==> src/rtl/core/mnht_pkg.sv <==
// Shared types, command codes and defaults for the MIDI note history tracker.
package mnht_pkg;

   localparam int DEPTH_DEFAULT = 16;

   localparam logic [1:0] CMD_NOTE  = 2'd0;
   localparam logic [1:0] CMD_TICK  = 2'd1;
   localparam logic [1:0] CMD_READ  = 2'd2;
   localparam logic [1:0] CMD_CLEAR = 2'd3;

   localparam logic [31:0] RELEASED_NONE = 32'hFFFF_FFFF;

   typedef enum logic [2:0] {
      OP_NOTE_ON,
      OP_NOTE_OFF,
      OP_TICK,
      OP_READ,
      OP_CLEAR
   } op_type;

   typedef enum logic [0:0] {
      BK_IDLE,
      BK_READ
   } back_state_type;

   typedef struct packed {
      logic [1:0] command;
      logic [6:0] note_number;
      logic [6:0] note_velocity;
      logic       is_onset;
   } req_type;

   typedef struct packed {
      logic               entry_present;
      logic [6:0]         entry_note;
      logic [6:0]         entry_velocity;
      logic               still_pressed;
      logic [31:0]        ms_since_pressed;
      logic signed [31:0] ms_since_released;
      logic [31:0]        held_ms;
      logic               last_entry;
   } rsp_type;

   typedef struct packed {
      op_type     op;
      logic [6:0] note;
      logic [6:0] velocity;
   } op_item_type;

   typedef struct packed {
      logic [6:0]  note;
      logic [6:0]  velocity;
      logic [31:0] press_stamp;
      logic [31:0] release_stamp;
   } slot_type;

endpackage

==> src/rtl/core/mnht_front.sv <==
// Front end: accepts requests, classifies them and queues them for the history unit.
module mnht_front import mnht_pkg::*; (
   input  logic        clock,
   input  logic        reset,
   input  logic        req_push,
   output logic        req_full,
   input  req_type     req_data,
   output logic        q_valid,
   output op_item_type q_item,
   input  logic        q_pop
);

   op_item_type queue_ff [2];
   logic        wr_ptr_ff;
   logic        wr_ptr_in;
   logic        rd_ptr_ff;
   logic        rd_ptr_in;
   logic [1:0]  count_ff;
   logic [1:0]  count_in;
   op_item_type item_in;
   logic        push;
   logic        pop;

   always_comb begin
      item_in.note     = req_data.note_number;
      item_in.velocity = req_data.note_velocity;
      unique case (req_data.command)
         CMD_NOTE:  item_in.op = req_data.is_onset ? OP_NOTE_ON : OP_NOTE_OFF;
         CMD_TICK:  item_in.op = OP_TICK;
         CMD_READ:  item_in.op = OP_READ;
         CMD_CLEAR: item_in.op = OP_CLEAR;
      endcase
   end

   assign req_full = (count_ff == 2'd2);
   assign q_valid  = (count_ff != 2'd0);
   assign q_item   = queue_ff[rd_ptr_ff];
   assign push     = req_push && !req_full;
   assign pop      = q_pop && q_valid;

   always_comb begin
      wr_ptr_in = push ? !wr_ptr_ff : wr_ptr_ff;
      rd_ptr_in = pop ? !rd_ptr_ff : rd_ptr_ff;
      unique case ({push, pop})
         2'b10:   count_in = count_ff + 2'd1;
         2'b01:   count_in = count_ff - 2'd1;
         default: count_in = count_ff;
      endcase
   end

   always_ff @(posedge clock) begin
      if (reset) begin
         wr_ptr_ff <= 1'b0;
         rd_ptr_ff <= 1'b0;
         count_ff  <= 2'd0;
      end else begin
         wr_ptr_ff <= wr_ptr_in;
         rd_ptr_ff <= rd_ptr_in;
         count_ff  <= count_in;
      end
   end

   always_ff @(posedge clock) begin
      if (push) begin
         queue_ff[wr_ptr_ff] <= item_in;
      end
   end

endmodule

==> src/rtl/core/mnht_back.sv <==
// Back end: history shift cells, read sequencer and result register.
module mnht_back import mnht_pkg::*; #(
   parameter int DEPTH = DEPTH_DEFAULT
) (
   input  logic        clock,
   input  logic        reset,
   input  logic        q_valid,
   input  op_item_type q_item,
   output logic        q_pop,
   output logic        rsp_empty,
   input  logic        rsp_pop,
   output rsp_type     rsp_data
);

   localparam int CW = $clog2(DEPTH + 1);
   localparam int IW = (DEPTH > 1) ? $clog2(DEPTH) : 1;
   localparam logic [CW-1:0] DEPTH_CNT = CW'(DEPTH);
   localparam logic [IW-1:0] LAST_IDX  = IW'(DEPTH - 1);

   back_state_type state_ff;
   back_state_type state_in;
   logic [CW-1:0]  count_ff;
   logic [CW-1:0]  count_in;
   logic [31:0]    clock_ff;
   logic [31:0]    clock_in;
   logic [IW-1:0]  idx_ff;
   logic [IW-1:0]  idx_in;
   logic [DEPTH-1:0] pressed_ff;
   logic [DEPTH-1:0] pressed_in;
   slot_type       slot_ff [DEPTH];
   slot_type       slot_in [DEPTH];
   logic           rsp_valid_ff;
   logic           rsp_valid_in;
   rsp_type        rsp_data_ff;
   rsp_type        rsp_data_in;

   logic           out_free;
   logic           do_note;
   logic           do_onset;
   logic           do_rotate;
   logic           do_clear;
   logic           load_rsp;
   logic           emit;
   logic [DEPTH-1:0] pressed_rel;
   slot_type       slot_rel [DEPTH];
   rsp_type        entry_rsp;
   rsp_type        marker_rsp;
   logic [31:0]    since_press;
   logic [31:0]    since_rel;
   logic [31:0]    rel_held;

   assign out_free  = !rsp_valid_ff || rsp_pop;
   assign rsp_empty = !rsp_valid_ff;
   assign rsp_data  = rsp_data_ff;
   assign emit      = (CW'(idx_ff) < count_ff);

   // Result for the slot at the head of the history.
   always_comb begin
      since_press = clock_ff - slot_ff[0].press_stamp;
      since_rel   = clock_ff - slot_ff[0].release_stamp;
      rel_held    = slot_ff[0].release_stamp - slot_ff[0].press_stamp;
      entry_rsp.entry_present     = 1'b1;
      entry_rsp.entry_note        = slot_ff[0].note;
      entry_rsp.entry_velocity    = slot_ff[0].velocity;
      entry_rsp.still_pressed     = pressed_ff[0];
      entry_rsp.ms_since_pressed  = since_press;
      entry_rsp.ms_since_released = pressed_ff[0] ? RELEASED_NONE : since_rel;
      entry_rsp.held_ms           = pressed_ff[0] ? since_press : rel_held;
      entry_rsp.last_entry        = (CW'(idx_ff) == CW'(count_ff - 1'b1));
      marker_rsp                  = '0;
      marker_rsp.last_entry       = 1'b1;
   end

   always_ff @(posedge clock) begin
      if (reset) begin
         state_ff <= BK_IDLE;
      end else begin
         state_ff <= state_in;
      end
   end

   always_comb begin
      state_in    = state_ff;
      idx_in      = idx_ff;
      clock_in    = clock_ff;
      q_pop       = 1'b0;
      do_note     = 1'b0;
      do_onset    = 1'b0;
      do_rotate   = 1'b0;
      do_clear    = 1'b0;
      load_rsp    = 1'b0;
      rsp_data_in = rsp_data_ff;
      unique case (state_ff)
         BK_IDLE: begin
            if (q_valid) begin
               unique case (q_item.op)
                  OP_NOTE_ON: begin
                     q_pop    = 1'b1;
                     do_note  = 1'b1;
                     do_onset = 1'b1;
                  end
                  OP_NOTE_OFF: begin
                     q_pop   = 1'b1;
                     do_note = 1'b1;
                  end
                  OP_TICK: begin
                     q_pop    = 1'b1;
                     clock_in = clock_ff + 32'd1;
                  end
                  OP_CLEAR: begin
                     q_pop    = 1'b1;
                     do_clear = 1'b1;
                     clock_in = '0;
                  end
                  OP_READ: begin
                     if (out_free) begin
                        q_pop = 1'b1;
                        if (count_ff == '0) begin
                           load_rsp    = 1'b1;
                           rsp_data_in = marker_rsp;
                        end else begin
                           state_in = BK_READ;
                           idx_in   = '0;
                        end
                     end
                  end
                  default: q_pop = 1'b1;
               endcase
            end
         end
         BK_READ: begin
            // Rotate the whole history once around; emit only the live slots.
            if (!emit || out_free) begin
               do_rotate = 1'b1;
               if (emit) begin
                  load_rsp    = 1'b1;
                  rsp_data_in = entry_rsp;
               end
               if (idx_ff == LAST_IDX) begin
                  state_in = BK_IDLE;
                  idx_in   = '0;
               end else begin
                  idx_in = idx_ff + 1'b1;
               end
            end
         end
         default: state_in = BK_IDLE;
      endcase
      if (load_rsp) begin
         rsp_valid_in = 1'b1;
      end else if (rsp_pop) begin
         rsp_valid_in = 1'b0;
      end else begin
         rsp_valid_in = rsp_valid_ff;
      end
   end

   // Release matching notes, then shift or rotate the cells; a clear empties the history.
   always_comb begin
      for (int i = 0; i < DEPTH; i++) begin
         slot_rel[i]    = slot_ff[i];
         pressed_rel[i] = pressed_ff[i];
         if (do_note && pressed_ff[i] && (slot_ff[i].note == q_item.note)) begin
            pressed_rel[i]            = 1'b0;
            slot_rel[i].release_stamp = clock_ff;
         end
      end
      count_in = count_ff;
      if (do_onset) begin
         slot_in[0].note          = q_item.note;
         slot_in[0].velocity      = q_item.velocity;
         slot_in[0].press_stamp   = clock_ff;
         slot_in[0].release_stamp = '0;
         pressed_in[0]            = 1'b1;
         for (int i = 1; i < DEPTH; i++) begin
            slot_in[i]    = slot_rel[i-1];
            pressed_in[i] = pressed_rel[i-1];
         end
         count_in = (count_ff == DEPTH_CNT) ? count_ff : count_ff + 1'b1;
      end else if (do_rotate) begin
         for (int i = 0; i < DEPTH - 1; i++) begin
            slot_in[i]    = slot_ff[i+1];
            pressed_in[i] = pressed_ff[i+1];
         end
         slot_in[DEPTH-1]    = slot_ff[0];
         pressed_in[DEPTH-1] = pressed_ff[0];
      end else begin
         for (int i = 0; i < DEPTH; i++) begin
            slot_in[i]    = slot_rel[i];
            pressed_in[i] = pressed_rel[i];
         end
      end
      if (do_clear) begin
         pressed_in = '0;
         count_in   = '0;
      end
   end

   always_ff @(posedge clock) begin
      if (reset) begin
         count_ff     <= '0;
         clock_ff     <= '0;
         idx_ff       <= '0;
         pressed_ff   <= '0;
         rsp_valid_ff <= 1'b0;
      end else begin
         count_ff     <= count_in;
         clock_ff     <= clock_in;
         idx_ff       <= idx_in;
         pressed_ff   <= pressed_in;
         rsp_valid_ff <= rsp_valid_in;
      end
   end

   always_ff @(posedge clock) begin
      for (int i = 0; i < DEPTH; i++) begin
         slot_ff[i] <= slot_in[i];
      end
      rsp_data_ff <= rsp_data_in;
   end

`ifndef SYNTHESIS
   a_read_nonempty: assert property (@(posedge clock) disable iff (reset)
      (state_ff == BK_READ) |-> (count_ff != '0))
      else $error("read sequence running on an empty history");

   a_count_bound: assert property (@(posedge clock) disable iff (reset)
      count_ff <= DEPTH_CNT)
      else $error("entry count beyond depth");

   a_clear: assert property (@(posedge clock) disable iff (reset)
      (state_ff == BK_IDLE && q_valid && q_item.op == OP_CLEAR) |=>
      (count_ff == '0 && clock_ff == '0 && pressed_ff == '0))
      else $error("clear did not empty the history");

   a_onset: assert property (@(posedge clock) disable iff (reset)
      (state_ff == BK_IDLE && q_valid && q_item.op == OP_NOTE_ON) |=>
      (pressed_ff[0] && slot_ff[0].note == $past(q_item.note) &&
       slot_ff[0].press_stamp == $past(clock_ff)))
      else $error("onset not placed at the head of the history");

   a_marker: assert property (@(posedge clock) disable iff (reset)
      (rsp_valid_ff && !rsp_data_ff.entry_present) |-> rsp_data_ff.last_entry)
      else $error("empty marker without last flag");
`endif

endmodule

==> src/rtl/core/midi_note_history_tracker.sv <==
// A read's first result passes through the queue register, the dispatch state and the read
// sequencer into the result register (an empty history's marker is loaded at dispatch). Note,
// tick, clear and an empty read are handled at dispatch; any other read holds the history unit
// for a dispatch step and one rotation step per slot, plus result stalls.
// A two-entry queue lets requests transfer while a read drains.
// Reset (synchronous, active high) empties history, queue and result register, zeroes the clock.
module midi_note_history_tracker import mnht_pkg::*; #(
   parameter int DEPTH = DEPTH_DEFAULT
) (
   input  logic    clock,
   input  logic    reset,
   input  logic    req_push,
   output logic    req_full,
   input  req_type req_data,
   output logic    rsp_empty,
   input  logic    rsp_pop,
   output rsp_type rsp_data
);

   logic        q_valid;
   op_item_type q_item;
   logic        q_pop;

   mnht_front u_front (
      .clock    (clock),
      .reset    (reset),
      .req_push (req_push),
      .req_full (req_full),
      .req_data (req_data),
      .q_valid  (q_valid),
      .q_item   (q_item),
      .q_pop    (q_pop)
   );

   mnht_back #(
      .DEPTH (DEPTH)
   ) u_back (
      .clock     (clock),
      .reset     (reset),
      .q_valid   (q_valid),
      .q_item    (q_item),
      .q_pop     (q_pop),
      .rsp_empty (rsp_empty),
      .rsp_pop   (rsp_pop),
      .rsp_data  (rsp_data)
   );

endmodule

==> config.mk <==
export PLATFORM = sky130hd
export DESIGN_NAME = midi_note_history_tracker
export DESIGN_NICKNAME = d
export VERILOG_FILES = /design/src/rtl/core/mnht_pkg.sv /design/src/rtl/core/mnht_front.sv /design/src/rtl/core/mnht_back.sv /design/src/rtl/core/midi_note_history_tracker.sv
export SDC_FILE = /design/constraint.sdc
export NUM_CORES = 2
export LEC_CHECK = 0
export ABC_AREA = 1
export ABC_CLOCK_PERIOD_IN_PS = 46400
export BUFFER_PORTS_ARGS = -buffer_cell sky130_fd_sc_hd__buf_2
export CORE_UTILIZATION = 60
export DETAILED_ROUTE_END_ITERATION = 10
export GPL_ROUTABILITY_DRIVEN = 0
export PLACE_DENSITY = 0.75
export SYNTH_ARGS = -nofsm -noshare
export SYNTH_HDL_FRONTEND = slang
export SYNTH_SLANG_ARGS = --single-unit
==> constraint.sdc <==
create_clock -name clock -period 46.4 [get_ports clock]
set_clock_uncertainty 0.2 [all_clocks]
set_input_delay 6.96 -clock clock [delete_from_list [all_inputs] [get_ports clock]]
set_output_delay 6.96 -clock clock [all_outputs]
set_load 0.01 [all_outputs]
==> summary.md <==
| Metric | Value |
|---|---|
| Final hold slack | 268.4 ps |
| RR Startpoint | u_back.count_ff[2] |
| Power Density | 64.90 mW/mm2 |
| Dominant synthesized flop cell | edfxtp_1 |
| Reg2Reg Setup Slack | 39880 ps |
| Post-CTS sizing | 0 |
| NetSw | 2.368 mW |
| Worst VDD drop | 0.05876 mV |
| Fin util | 65.15% |
| Clock power frac | 22.1% |
| Type of the worst setup path | input pin to flip-flop |
| Vias/cell | 5.892 |
| Endpoints failing hold | 0 |
| Max Slew Vio Count | 0 |
| Vias | 76120 |
| Sum Neg Setup Slack | 0 ps |
| Internal power | 3.297 mW |
| Sequential element share of the synthesized area | 47.15% |
| Mapped Nets | 11380 |
| Clock buffer depth | 3 |
| Crit path from | rsp_pop |
| H-tree lvl count | 4 |
| Number of synthesized flops with an enable pin | 915 |
| Antenna violations before repair | 9 |
| Worst path arrival time | 11960 ps |
| # Post-CTS Setup Buffers | 0 |
| Pre-antenna DRT Iters | 9 |
| Critical Path End | u_back.slot_ff[1][346] |
| LEAKAGE | 40.82 nW |
| Fill count | 11580 |
| Clock sinks | 1459 |
| Max frequency | 0.08508 GHz |
| Largest net degree at the start of global routing | 214 |
| CTS tree | yes |
| Run status | finished, final reports clean |
| MaxCap Viol Count | 0 |
| Worst-case reg-to-reg path depth | 12 |
| Clk slew on worst S/H paths | 60 ps |
| Sequential power share | 40.7% |
| Vias in the first global route | 69630 |
| Yosys reg bits | 1459 |
| # placed instances | 12630 |
| Worst Hold Class | flip-flop to flip-flop |
| Worst hold start | u_front.rd_ptr_ff |
| Overflow after GRT | 0 |
| Io pins | 136 |
| Rel. slew slack | 10.27% |
| Multi-input logic area | 0.03594 mm2 |
| Worst Tran Pin Value | 1337 ps |
| # nets final | 11150 |
| Clk root buf | clkbuf_16 |
| Worst EP required | 46610 ps |
| CTS buffer count | 155 |
| Period utilization | 25.33% |
| Synth warnings | 0 |
| Initial Util | 60.74% |
| Post-route cell area | 0.08728 mm2 |
| Post-synth cell types | 53 |
| Share of cells above drive strength 1 | 5.483% |
| Gate power share | 37.3% |
| Synth-to-layout area growth | 7.256% |
| Total wire length | 262300 um |
| Core box area | 0.1340 mm2 |
| Critical path fanouts, max | 196 |
| Unrepaired setup endpoints after global routing | false |
| Std cell rows | 134 |
| Crit path launch type | input pin |
| Hold_buf cts | 0 |
| Clock Latency Late Sink | 810 ps |
| Fin cells | 12920 |
| DRT antenna net count | 0 |
| Die area | 0.1371 mm2 |
| Sw Ratio | 41.80% |
| Die height | 370.3 um |
| GRT Util Overall | 37.32% |
| Area of the mapped netlist | 0.08137 mm2 |
| FFs w/ async S/R, synth | 0% |
| Min Tclk post-route | 11750 ps |
| Post-DP Area | 0.08221 mm2 |
| PortBufs | 135 |
| Post-Synthesis Cells | 11250 |
| CP endpoint kind | flip-flop |
| Syn avg cell area | 7.232 um2 |
| DP Wirelength | 169100 um |
| Post-DR wirelength/cell | 20.30 um |
| Reg2reg end | u_back.slot_ff[1][346] |
| First DRT Iteration DRCs | 11660 |
| Final Setup Violations | 0 |
| DRC | 0 |
| Sequential Area | 0.03837 mm2 |
| First-pass GRT wire length | 397500 um |
| Die width | 370.3 um |
-- critical path, cell delays in order --
cell	delay [ps]
buf_2	80
nor2_1	80
nand4_1	230
a21oi_2	220
inv_8	660
buf_12	740
buf_12	680
buf_4	820
buf_4	920
-- cell usage after synthesis, types with 7 or more instances --
master,count,area share (%)
nand3_2,9,0.11
buf_2,266,1.6
nand2_2,28,0.22
edfxtp_1,915,34
o22ai_1,22,0.17
ha_1,106,1.6
inv_1,1099,5.1
nor2_1,463,2.1
buf_4,30,0.28
xor2_1,39,0.42
nand2_4,11,0.15
buf_6,17,0.24
o21ai_0,702,4.3
nand3b_1,17,0.16
nand3_1,1182,7.3
or2_2,21,0.16
clkinv_1,9,0.042
nor2_4,20,0.28
buf_1,37,0.17
nor2_2,19,0.15
nand2_1,4778,22
xnor2_1,18,0.19
a311oi_1,7,0.075
nor3_1,46,0.28
a21oi_1,326,2.0
o21bai_1,154,1.4
clkbuf_1,273,1.3
nand4_1,35,0.27
dfxtp_1,544,13
-- sequential cells by signal, summed over array words and instances (netlist names), 2 cells and up, named ones only --
register and count:
u_back.idx_ff 4, u_front.count_ff 2, u_back.pressed_ff 16, u_back.count_ff 5
u_front.queue_ff 34, u_back.rsp_data 113, u_back.slot_ff 1248, u_back.clock_ff 32
-- cells by family (layout without fill, tap and decap cells) --
group	after synthesis	in the layout	share of synthesized area, %
compound gates	1237	1237	8.231
xor+xnor	57	57	0.6135
fa+ha+maj	109	109	1.704
buf+inv	1737	1629	8.751
flops	1459	1459	47.15
other cells	0	6	0
simple gates	6653	6653	33.55
-- area by class of cell --
type | count | area share, %
multi-input combinational | 8056 | 41.18
sequential | 1459 | 43.97
clock buffer | 223 | 5.104
antenna | 6 | 0.01720
tap | 1768 | 2.535
inverter | 1112 | 4.808
clock inverter | 60 | 0.6810
timing repair buffer | 234 | 1.712
-- stage by stage --
| stage | total power, mW | setup WS [ps] |
|---|---|---|
| floorplan | 3.857 | 23690 |
| global placement | 4.261 | 33970 |
| detailed placement | 4.327 | 33890 |
| CTS | 5.579 | 34730 |
| global route | 5.975 | 34270 |
| finish | 5.665 | 34650 |
-- worst min path at each step --
stage	to	slack (ps)	cells after the start
CTS	flip-flop	260	1
finish	flip-flop	270	1
floorplan	u_back.rsp_data[112]	210	0
global route	flip-flop	290	1
detailed placement	flip-flop	260	1
global placement	flip-flop	230	1
-- per-layer routing --
| metal | track usage (%) | up-vias | part of all wire (%) |
|---|---|---|---|
| met5 | 0 | - | 0.098 |
| met4 | 23.78 | 16 | 7.1 |
| met3 | 10.10 | 937 | 13 |
| met2 | 53.70 | 4400 | 41 |
| met1 | 49.62 | 35200 | 39 |
| li1 | - | 35560 | - |
-- power groups by stage --
stage	clock network (mW)	registers (mW)	logic, mW
5_1_grt	1.30	2.34	2.33
6_report	1.25	2.30	2.11
2_1_floorplan	0	2.35	1.50
4_1_cts	1.26	2.28	2.05
3_3_place_gp	0	2.29	1.97
3_5_place_dp	0	2.29	2.03
-- cell usage in the layout (no fill, tap or decap), types with 7 or more instances in the layout --
cell       count
nand2_1     4777
bufinv_16      7
a21oi_2       10
nor2_4        24
a311oi_1       7
clkbuf_1      41
o21bai_1     154
nand3b_1      17
clkbuf_8      21
clkbuf_16    160
nand3_1     1182
nand3_2        9
nand4_1       35
xor2_1        39
nor3_1        46
or2_2         21
clkinv_1      20
nand2_2       28
edfxtp_1     915
xnor2_1       18
o22ai_1       22
nor2_1       461
inv_1       1096
buf_2        135
nor2_2        17
buf_4         93
o21ai_0      702
a21oi_1      322
dfxtp_1      539
clkinv_2      22
ha_1         106
nand2_4       12
inv_6          7
Power figures use the tool's default switching activity.
